**src/design/assert_macros.svh**
```systemverilog
// assertion helpers for the partition scatter block
`ifndef ASSERT_MACROS_SVH
`define ASSERT_MACROS_SVH

// check a property on every clock edge outside reset
`define ASSERT_CLK(label, clk, rst_n, prop, msg) \
  label: assert property (@(posedge clk) disable iff (!rst_n) (prop)) else $error(msg);

`endif

```
**src/design/mkps_pkg.sv**
```systemverilog
`timescale 1ns / 1ps
package mkps_pkg;
  localparam int unsigned MaxPartitionsDef = 64;
  localparam int unsigned SlotsPerPartitionDef = 65536;
  localparam int unsigned NumPartW = 7;
  localparam int unsigned KeyW = 64;
  localparam int unsigned IdxW = 32;
  localparam int unsigned PartW = 6;
  localparam int unsigned SlotW = 16;
  localparam int unsigned StatW = 2;

  typedef enum logic [StatW-1:0] {
    ST_OK   = 2'd0,
    ST_NEG  = 2'd1,
    ST_FULL = 2'd2
  } status_e;

  typedef enum logic [2:0] {
    DIV_IDLE = 3'b001,
    DIV_RUN  = 3'b010,
    DIV_DONE = 3'b100
  } div_state_e;

  typedef enum logic [2:0] {
    BK_CLEAR = 3'b001,
    BK_IDLE  = 3'b010,
    BK_LOOK  = 3'b100
  } back_state_e;
endpackage

```
**src/design/mkps_if.sv**
```systemverilog
`timescale 1ns / 1ps
interface mkps_in_if import mkps_pkg::*; ();
  logic            valid;
  logic            ready;
  logic [KeyW-1:0] key;
  logic [IdxW-1:0] companion_index;
  logic            last_in_batch;
  modport source (output valid, key, companion_index, last_in_batch, input ready);
  modport sink (input valid, key, companion_index, last_in_batch, output ready);
endinterface

interface mkps_out_if import mkps_pkg::*; ();
  logic             valid;
  logic             ready;
  logic [PartW-1:0] partition;
  logic [SlotW-1:0] slot;
  logic [KeyW-1:0]  key_out;
  logic [IdxW-1:0]  index_out;
  logic [StatW-1:0] status;
  logic             batch_end;
  modport source (output valid, partition, slot, key_out, index_out, status, batch_end,
                  input ready);
  modport sink (input valid, partition, slot, key_out, index_out, status, batch_end,
                output ready);
endinterface

```
**src/design/mkps_front.sv**
```systemverilog
`timescale 1ns / 1ps
// restoring bit-serial remainder of |key| by the divisor, one bit per cycle
module mkps_front import mkps_pkg::*; #(
  parameter int unsigned MaxPartitions = MaxPartitionsDef,
  localparam int unsigned PW = $clog2(MaxPartitions),
  localparam int unsigned RW = PW + 1
) (
  input  logic              clk_i,
  input  logic              rst_ni,
  input  logic [NumPartW-1:0] npart_i,
  mkps_in_if.sink           in_if,
  output logic              fv_o,
  input  logic              fr_i,
  output logic [PW-1:0]     fpart_o,
  output logic              fneg_o,
  output logic [KeyW-1:0]   fkey_o,
  output logic [IdxW-1:0]   fidx_o,
  output logic              flast_o
);
  localparam int unsigned CntW = $clog2(KeyW);
  localparam int unsigned DW = (NumPartW > RW) ? NumPartW : RW;

  div_state_e          state_q, state_d;
  logic [KeyW-1:0]     mag_q, key_q;
  logic [IdxW-1:0]     idx_q;
  logic                last_q;
  logic [RW-1:0]       rem_q;
  logic [RW-1:0]       div_q;
  logic [CntW-1:0]     cnt_q;
  logic [DW-1:0]       n_w;
  logic [RW:0]         sh;
  logic [RW:0]         df;
  logic                rem_nz;

  always_comb begin
    n_w = DW'(npart_i);
    if (n_w == '0) n_w = DW'(1);
    if (n_w > DW'(MaxPartitions)) n_w = DW'(MaxPartitions);
  end

  assign sh = {rem_q, mag_q[KeyW-1]};
  assign df = sh - {1'b0, div_q};
  assign rem_nz = rem_q != '0;

  assign in_if.ready = state_q == DIV_IDLE;
  assign fv_o = state_q == DIV_DONE;
  assign fneg_o = key_q[KeyW-1] && rem_nz;
  assign fpart_o = fneg_o ? '0 : rem_q[PW-1:0];
  assign fkey_o = key_q;
  assign fidx_o = idx_q;
  assign flast_o = last_q;

  always_comb begin
    state_d = state_q;
    unique case (state_q)
      DIV_IDLE: if (in_if.valid) state_d = DIV_RUN;
      DIV_RUN:  if (cnt_q == CntW'(KeyW - 1)) state_d = DIV_DONE;
      DIV_DONE: if (fr_i) state_d = DIV_IDLE;
      default:  state_d = DIV_IDLE;
    endcase
  end

  always_ff @(posedge clk_i or negedge rst_ni) begin
    if (!rst_ni) begin
      state_q <= DIV_IDLE;
      cnt_q <= '0;
    end else begin
      state_q <= state_d;
      if (state_q == DIV_RUN) cnt_q <= cnt_q + 1'b1;
      else cnt_q <= '0;
    end
  end

  always_ff @(posedge clk_i) begin
    if (state_q == DIV_IDLE && in_if.valid) begin
      key_q <= in_if.key;
      idx_q <= in_if.companion_index;
      last_q <= in_if.last_in_batch;
      mag_q <= in_if.key[KeyW-1] ? (~in_if.key + 1'b1) : in_if.key;
      rem_q <= '0;
      div_q <= RW'(n_w);
    end else if (state_q == DIV_RUN) begin
      mag_q <= {mag_q[KeyW-2:0], 1'b0};
      rem_q <= df[RW] ? sh[RW-1:0] : df[RW-1:0];
    end
  end
endmodule

```
**src/design/mkps_back.sv**
```systemverilog
`timescale 1ns / 1ps
// simple dual-port ram, registered read
module ram_1r1w #(
  parameter int unsigned Width = 8,
  parameter int unsigned Depth = 64,
  localparam int unsigned AW = $clog2(Depth)
) (
  input  logic             clk_i,
  input  logic             we_i,
  input  logic [AW-1:0]    waddr_i,
  input  logic [Width-1:0] wdata_i,
  input  logic [AW-1:0]    raddr_i,
  output logic [Width-1:0] rdata_o
);
  logic [Width-1:0] mem_q [Depth];
  logic [Width-1:0] rdata_q;

  assign rdata_o = rdata_q;

  always_ff @(posedge clk_i) begin
    if (we_i) mem_q[waddr_i] <= wdata_i;
    rdata_q <= mem_q[raddr_i];
  end
endmodule

// count table update and output register
module mkps_back import mkps_pkg::*; #(
  parameter int unsigned MaxPartitions = MaxPartitionsDef,
  parameter int unsigned SlotsPerPartition = SlotsPerPartitionDef,
  localparam int unsigned PW = $clog2(MaxPartitions),
  localparam int unsigned CW = $clog2(SlotsPerPartition) + 1
) (
  input  logic            clk_i,
  input  logic            rst_ni,
  input  logic            fv_i,
  output logic            fr_o,
  input  logic [PW-1:0]   fpart_i,
  input  logic            fneg_i,
  input  logic [KeyW-1:0] fkey_i,
  input  logic [IdxW-1:0] fidx_i,
  input  logic            flast_i,
  mkps_out_if.source      out_if
);
  back_state_e   state_q, state_d;
  logic [PW-1:0] clr_addr_q;
  logic [PW-1:0] part_q;
  logic          neg_q, last_q;
  logic          vld_q;
  logic [CW-1:0] c;
  logic          full, take;
  logic          ram_we;
  logic [PW-1:0] ram_waddr;
  logic [CW-1:0] ram_wdata;

  // count read is issued at the hand-off, data arrives in the look cycle
  ram_1r1w #(.Width(CW), .Depth(MaxPartitions)) u_cnt_ram (
    .clk_i, .we_i(ram_we), .waddr_i(ram_waddr), .wdata_i(ram_wdata),
    .raddr_i(fpart_i), .rdata_o(c)
  );

  assign full = c >= CW'(SlotsPerPartition);
  assign fr_o = (state_q == BK_IDLE) && !vld_q;
  assign take = fv_i && fr_o;
  assign out_if.valid = vld_q;

  always_comb begin
    ram_we = 1'b0;
    ram_waddr = part_q;
    ram_wdata = c + 1'b1;
    if (state_q == BK_CLEAR) begin
      ram_we = 1'b1;
      ram_waddr = clr_addr_q;
      ram_wdata = '0;
    end else if (state_q == BK_LOOK && !neg_q && !full) begin
      ram_we = 1'b1;
    end
  end

  always_comb begin
    state_d = state_q;
    unique case (state_q)
      BK_CLEAR: if (clr_addr_q == PW'(MaxPartitions - 1)) state_d = BK_IDLE;
      BK_IDLE:  if (take) state_d = BK_LOOK;
      BK_LOOK:  state_d = last_q ? BK_CLEAR : BK_IDLE;
      default:  state_d = BK_CLEAR;
    endcase
  end

  always_ff @(posedge clk_i or negedge rst_ni) begin
    if (!rst_ni) begin
      state_q <= BK_CLEAR;
      clr_addr_q <= '0;
      vld_q <= 1'b0;
    end else begin
      state_q <= state_d;
      if (state_q == BK_CLEAR) begin
        clr_addr_q <= (state_d == BK_CLEAR) ? clr_addr_q + 1'b1 : '0;
      end
      if (state_q == BK_LOOK) vld_q <= 1'b1;
      else if (out_if.ready) vld_q <= 1'b0;
    end
  end

  always_ff @(posedge clk_i) begin
    if (take) begin
      part_q <= fpart_i;
      neg_q <= fneg_i;
      last_q <= flast_i;
      out_if.key_out <= fkey_i;
      out_if.index_out <= fidx_i;
      out_if.batch_end <= flast_i;
      out_if.partition <= PartW'(fpart_i);
    end
    if (state_q == BK_LOOK) begin
      if (neg_q) begin
        out_if.slot <= '0;
        out_if.status <= ST_NEG;
      end else if (full) begin
        out_if.slot <= SlotW'(SlotsPerPartition - 1);
        out_if.status <= ST_FULL;
      end else begin
        out_if.slot <= SlotW'(c);
        out_if.status <= ST_OK;
      end
    end
  end
endmodule

```
**src/design/modulo_key_partition_scatter.sv**
```systemverilog
`timescale 1ns / 1ps
// Partition scatter: each key beat gets partition = key % divisor (C truncating
// remainder) and the next free slot of that partition, with key and index passed
// through. The front computes the remainder with a one-bit-per-cycle restoring divider
// over the 64-bit key magnitude, then hands it to the back, which reads the count
// memory, updates it and loads the output register. The front accepts no new key until
// it has handed the last one to the back; it starts the next key while a result waits,
// and stalls in its done state while the output register is still full or the back is
// clearing. A negative nonzero remainder gives status 1; a full partition gives status
// 2 and a saturated slot. All counts clear after a beat marked last_in_batch: the back
// runs a clearing pass over every entry of the count memory, also after reset.
// Write the divisor register only while the block is idle.
`include "assert_macros.svh"
module modulo_key_partition_scatter import mkps_pkg::*; #(
  parameter int unsigned MaxPartitions = MaxPartitionsDef,
  parameter int unsigned SlotsPerPartition = SlotsPerPartitionDef
) (
  input  logic                clk_i,
  input  logic                rst_ni,
  input  logic                cfg_we_i,
  input  logic [NumPartW-1:0] cfg_wdata_i,
  mkps_in_if.sink             in_if,
  mkps_out_if.source          out_if
);
  localparam int unsigned PW = $clog2(MaxPartitions);

  logic [NumPartW-1:0] num_part_q;
  // front to back hand-off
  logic            fv, fr, fneg, flast;
  logic [PW-1:0]   fpart;
  logic [KeyW-1:0] fkey;
  logic [IdxW-1:0] fidx;

  always_ff @(posedge clk_i or negedge rst_ni) begin
    if (!rst_ni) num_part_q <= NumPartW'(1);
    else if (cfg_we_i) num_part_q <= cfg_wdata_i;
  end

  mkps_front #(.MaxPartitions(MaxPartitions)) u_front (
    .clk_i, .rst_ni, .npart_i(num_part_q), .in_if,
    .fv_o(fv), .fr_i(fr), .fpart_o(fpart), .fneg_o(fneg),
    .fkey_o(fkey), .fidx_o(fidx), .flast_o(flast)
  );

  mkps_back #(.MaxPartitions(MaxPartitions), .SlotsPerPartition(SlotsPerPartition)) u_back (
    .clk_i, .rst_ni, .fv_i(fv), .fr_o(fr), .fpart_i(fpart), .fneg_i(fneg),
    .fkey_i(fkey), .fidx_i(fidx), .flast_i(flast), .out_if
  );

  // a negative status never reports a partition or slot
  `ASSERT_CLK(a_neg_zero, clk_i, rst_ni,
    out_if.valid && out_if.status == ST_NEG |-> out_if.partition == '0 && out_if.slot == '0,
    "negative status with nonzero fields")
  // status code stays within the defined set
  `ASSERT_CLK(a_stat, clk_i, rst_ni, out_if.valid |-> out_if.status != 2'd3, "bad status")
  // a held result stays valid and keeps its slot while stalled
  `ASSERT_CLK(a_hold, clk_i, rst_ni,
    out_if.valid && !out_if.ready |=> out_if.valid && $stable(out_if.slot),
    "result changed under stall")
endmodule
```
**src/flat_wrapper.sv**
```systemverilog
// flat-port wrapper written by rule: the top's interface ports become plain ports
module modulo_key_partition_scatter_flat import mkps_pkg::*;
#(
  parameter int unsigned MaxPartitions = MaxPartitionsDef,
  parameter int unsigned SlotsPerPartition = SlotsPerPartitionDef
)
  (clk_i, rst_ni, cfg_we_i, cfg_wdata_i, in_if_valid, in_if_key, in_if_companion_index, in_if_last_in_batch, in_if_ready, out_if_valid, out_if_partition, out_if_slot, out_if_key_out, out_if_index_out, out_if_status, out_if_batch_end, out_if_ready);
  mkps_in_if in_if_i ();
  mkps_out_if out_if_i ();
  input  logic clk_i;
  input  logic rst_ni;
  input  logic cfg_we_i;
  input  logic [NumPartW-1:0] cfg_wdata_i;
  input wire logic [$bits(in_if_i.valid)-1:0] in_if_valid;
  input wire logic [$bits(in_if_i.key)-1:0] in_if_key;
  input wire logic [$bits(in_if_i.companion_index)-1:0] in_if_companion_index;
  input wire logic [$bits(in_if_i.last_in_batch)-1:0] in_if_last_in_batch;
  output wire logic [$bits(in_if_i.ready)-1:0] in_if_ready;
  output wire logic [$bits(out_if_i.valid)-1:0] out_if_valid;
  output wire logic [$bits(out_if_i.partition)-1:0] out_if_partition;
  output wire logic [$bits(out_if_i.slot)-1:0] out_if_slot;
  output wire logic [$bits(out_if_i.key_out)-1:0] out_if_key_out;
  output wire logic [$bits(out_if_i.index_out)-1:0] out_if_index_out;
  output wire logic [$bits(out_if_i.status)-1:0] out_if_status;
  output wire logic [$bits(out_if_i.batch_end)-1:0] out_if_batch_end;
  input wire logic [$bits(out_if_i.ready)-1:0] out_if_ready;
  assign in_if_i.valid = in_if_valid;
  assign in_if_i.key = in_if_key;
  assign in_if_i.companion_index = in_if_companion_index;
  assign in_if_i.last_in_batch = in_if_last_in_batch;
  assign in_if_ready = in_if_i.ready;
  assign out_if_valid = out_if_i.valid;
  assign out_if_partition = out_if_i.partition;
  assign out_if_slot = out_if_i.slot;
  assign out_if_key_out = out_if_i.key_out;
  assign out_if_index_out = out_if_i.index_out;
  assign out_if_status = out_if_i.status;
  assign out_if_batch_end = out_if_i.batch_end;
  assign out_if_i.ready = out_if_ready;
  modulo_key_partition_scatter #(.MaxPartitions(MaxPartitions), .SlotsPerPartition(SlotsPerPartition)) u_core (.clk_i(clk_i), .rst_ni(rst_ni), .cfg_we_i(cfg_we_i), .cfg_wdata_i(cfg_wdata_i), .in_if(in_if_i), .out_if(out_if_i));
endmodule
```
**config.mk**
```make
export PLATFORM = sky130hd
export DESIGN_NAME = modulo_key_partition_scatter_flat
export DESIGN_NICKNAME = d
export VERILOG_FILES = /design/src/design/mkps_pkg.sv /design/src/design/mkps_if.sv /design/src/design/mkps_front.sv /design/src/design/mkps_back.sv /design/src/design/modulo_key_partition_scatter.sv /design/src/flat_wrapper.sv
export VERILOG_INCLUDE_DIRS = /design/src /design/src/design
export SDC_FILE = /design/constraint.sdc
export NUM_CORES = 2
export LEC_CHECK = 0
export BUFFER_PORTS_ARGS = -buffer_cell sky130_fd_sc_hd__buf_4
export CAP_MARGIN = 5
export CORE_MARGIN = 4
export CORE_UTILIZATION = 55
export CTS_CLUSTER_SIZE = 14
export DETAILED_ROUTE_END_ITERATION = 10
export PLACE_DENSITY = 0.8
export SYNTH_ARGS = -nofsm -noshare
export SYNTH_HDL_FRONTEND = slang
export SYNTH_SLANG_ARGS = --single-unit
export TNS_END_PERCENT = 30
```
**constraint.sdc**
```tcl
create_clock -name clk_i -period 5.4 [get_ports clk_i]
set_clock_uncertainty 0.15 [all_clocks]
set_input_delay 1.62 -clock clk_i [delete_from_list [all_inputs] [get_ports clk_i]]
set_output_delay 1.62 -clock clk_i [all_outputs]
set_load 0.02 [all_outputs]
```
==> results.sh <==
export IMPL_core_area_um2=101000
export IMPL_root_buffer="clkbuf_16"
export IMPL_p_per_area_nw_per_um2=408
export IMPL_p_leak_nw=18.4
export IMPL_drt_pass1_iterations=5
export IMPL_timing_rr_end="u_core.u_back.u_cnt_ram.rdata_o[9]$_DFF_P_"
export IMPL_dp_hpwl_um=86500
export IMPL_maxSlewHeadroom=0.0754
export IMPL_met2WireLength_um=68700
export IMPL_ant_nets=0
export IMPL_port_buffers=231
export IMPL_grt_pass1_wl_um=208000
export IMPL_drt_iter0_drc=4756
export IMPL_met1_length_um=50600
export IMPL_cts_resized_gates=0
export IMPL_synth_edff_count=1378
export IMPL_arrival_ns=4.81
export IMPL_post_route_period_util=0.801
export IMPL_utilization=0.642
export IMPL_layout_drive_gt1_share=0.196
export IMPL_setup_viol=0
export IMPL_power_total_mw=26.3
export IMPL_post_route_drc_count=0
export IMPL_setup_worst_path_start="u_core.u_front.rem_q[2]$_SDFFE_PP0P_"
export IMPL_cts_buffers=138
export IMPL_tightest_slew_ns=1.35
export IMPL_grt_use_total=0.262
export IMPL_instances_no_fill=5158
export IMPL_cts_clk_slew_worst_paths_ns=0.06
export IMPL_io_pins=232
export IMPL_cp_end_kind="flop"
export IMPL_synthCells=3371
export IMPL_yosysWarnings=0
export IMPL_cts_hold_buf=0
export IMPL_nNetsFinal=3815
export IMPL_wl_per_cell_um=27.6
export IMPL_std_cell_rows=116
export IMPL_synthFlopType="edfxtp_1"
export IMPL_grt_pass1_vias=32100
export IMPL_synth_seq_cells=1428
export IMPL_dieArea_um2=107000
export IMPL_crit_type="flop to flop"
export IMPL_post_route_min_period_ns=4.32
export IMPL_postCtsSetupRepairBufs=0
export IMPL_drt_total_wl_um=142000
export IMPL_status="completed"
export IMPL_finalHoldViolCount=0
export IMPL_vias_per_cell=6.43
export IMPL_cts_tree="built"
export IMPL_drv_slew=0
export IMPL_via_count=33100
export IMPL_rsz0062_at_grt="no"
export IMPL_clk_latency_ns=0.74
export IMPL_r2r_setup_slack_ns=1.08
export IMPL_final_common_cell="edfxtp_1"
export IMPL_initial_core_util=0.557
export IMPL_synth_area_per_cell_um2=16.6
export IMPL_peakVddDrop_uv=319
export IMPL_grt_max_degree=146
export IMPL_max_freq_mhz=231
export IMPL_fp_dieW_um=327
export IMPL_antenna_cells=0
export IMPL_worstPathRequired_ns=5.89
export IMPL_ctsLongestPathBuffers=3
export IMPL_start_kind="flop"
export IMPL_setup_worst_path_end="u_core.u_back.u_cnt_ram.rdata_o[9]$_DFF_P_"
export IMPL_gp_congestion=0.930
export IMPL_syn_nets=3493
export IMPL_layout_common_cells="edfxtp_1 (1,378), buf_4 (370), mux2i_1 (197)"
export IMPL_netlist_area_um2=56100
export IMPL_ys_types=76
export IMPL_whs_path_depth=0
export IMPL_hp_class="flop to flop"
export IMPL_yosysSeqAreaShare=0.758
export IMPL_place_inst=4910
export IMPL_die_height_um=327
export IMPL_grt_overflow=0
export IMPL_maxCapViolations=0
export IMPL_r2r_start="u_core.u_front.rem_q[2]$_SDFFE_PP0P_"
export IMPL_h_tree_depth=4
export IMPL_area_delta_synth_final_pct=15.2
export IMPL_met3_length_um=15500
export IMPL_cp_max_fo=69
export IMPL_dr_max_layer_used="met5"
export IMPL_antenna_found_initial=2
export IMPL_numClockSinks=1428
export IMPL_rr_worst_depth=8
export IMPL_async_flop_share=0.0182
## through the flow
| step | worst slack [ns] | area, µm² | hold WS, ns | setup TNS, ns |
|---|---|---|---|---|
| 3_3_place_gp | 1.04 | 60200 | 0.250 | 0 |
| 6_report | 1.08 | 64600 | 0.266 | 0 |
| 3_5_place_dp | 1.01 | 60200 | 0.255 | 0 |
| 4_1_cts | 1.23 | 64600 | 0.266 | 0 |
| 5_1_grt | 1.06 | 64600 | 0.270 | 0 |
| 2_1_floorplan | -0.349 | 56200 | 0.250 | -22.61 |
## power breakdown
group / internal (mW) / leakage [nW] / switching [mW] / total (mW)
clock network: 5.55 / 2.18 / 4.00 / 9.54
registers: 12.7 / 10.8 / 0.302 / 13.0
logic: 1.26 / 5.43 / 2.56 / 3.82
total: 19.5 / 18.4 / 6.86 / 26.3
## registers in the layout, indices dropped and copies added (netlist names), 7 cells and up
register,count
u_core.u_back.u_cnt_ram.mem_q,1088
u_core.num_part_q,7
u_core.u_front.div_q,7
u_core.u_front.mag_q,64
u_core.u_front.fkey_o,64
u_core.u_front.rem_q,7
u_core.u_back.out_if.index_out,32
u_core.u_back.u_cnt_ram.rdata_o,17
u_core.u_front.fidx_o,32
u_core.u_back.out_if.key_out,64
u_core.u_back.out_if.slot,16
## worst min path at each step
stage	from	to	slack, ns
floorplan	u_core.u_front.flast_o$_DFFE_PP_	u_core.u_back.last_q$_DFFE_PP_	0.25
global placement	u_core.u_front.fidx_o[26]$_DFFE_PP_	u_core.u_back.out_if.index_out[26]$_DFFE_PP_	0.25
detailed placement	u_core.u_front.fidx_o[0]$_DFFE_PP_	u_core.u_back.out_if.index_out[0]$_DFFE_PP_	0.25
CTS	u_core.u_front.fidx_o[25]$_DFFE_PP_	u_core.u_back.out_if.index_out[25]$_DFFE_PP_	0.27
global route	u_core.u_front.fidx_o[22]$_DFFE_PP_	u_core.u_back.out_if.index_out[22]$_DFFE_PP_	0.27
finish	u_core.u_front.fidx_o[16]$_DFFE_PP_	u_core.u_back.out_if.index_out[16]$_DFFE_PP_	0.27
## routing by layer
layer,GRT usage,up-vias
li1,-,14000
met1,0.342,16500
met2,0.421,2238
met3,0.0588,402
met4,0.124,2
met5,0,-
## logic make-up (layout without fill, tap and decap cells)
kind of cell             count (synthesis)  in the layout  share of synthesized area
AO/OA/AOI/OAI                          677            677                     0.0843
XOR/XNOR                                80             80                     0.0125
adder cells (fa/ha/maj)                 13             13                    0.00303
buffers and inverters                  219            649                     0.0157
flip-flops                            1428           1428                      0.758
multiplexers                           290            290                     0.0675
AND/OR/NAND/NOR                        664            664                     0.0594
## synthesized netlist by cell type, types with 59 or more instances
cell      number  area share
edfxtp_1    1378        0.74
mux2i_1      197       0.035
nand2_1      197       0.013
nor2_1       155       0.010
clkbuf_1     147      0.0098
a21oi_1      129       0.012
nor2b_1      116       0.013
o21ai_0      112       0.010
a211oi_1      85       0.011
mux4_2        68       0.027
xor2_1        59      0.0092
## critical path, cell delays in order, from the launching register on
cell and delay [ns]:
dfxtp_4 0.87, nor2b_4 0.35, buf_12 0.46, mux2i_1 0.25, a211oi_1 0.11, a2111oi_0 1.19, nor4_1 0.28, buf_4 0.27
a41o_1 0.20
## final cells by class
| cell class | instances | area (µm²) |
|---|---|---|
| sequential | 1428 | 42500 |
| tap | 1357 | 1700 |
| inverter | 25 | 106 |
| clock inverter | 73 | 707 |
| timing repair buffer | 376 | 2900 |
| multi-input combinational | 1724 | 12900 |
| clock buffer | 175 | 3760 |
| fill | 6663 | 36100 |
Power figures use the tool's default switching activity.
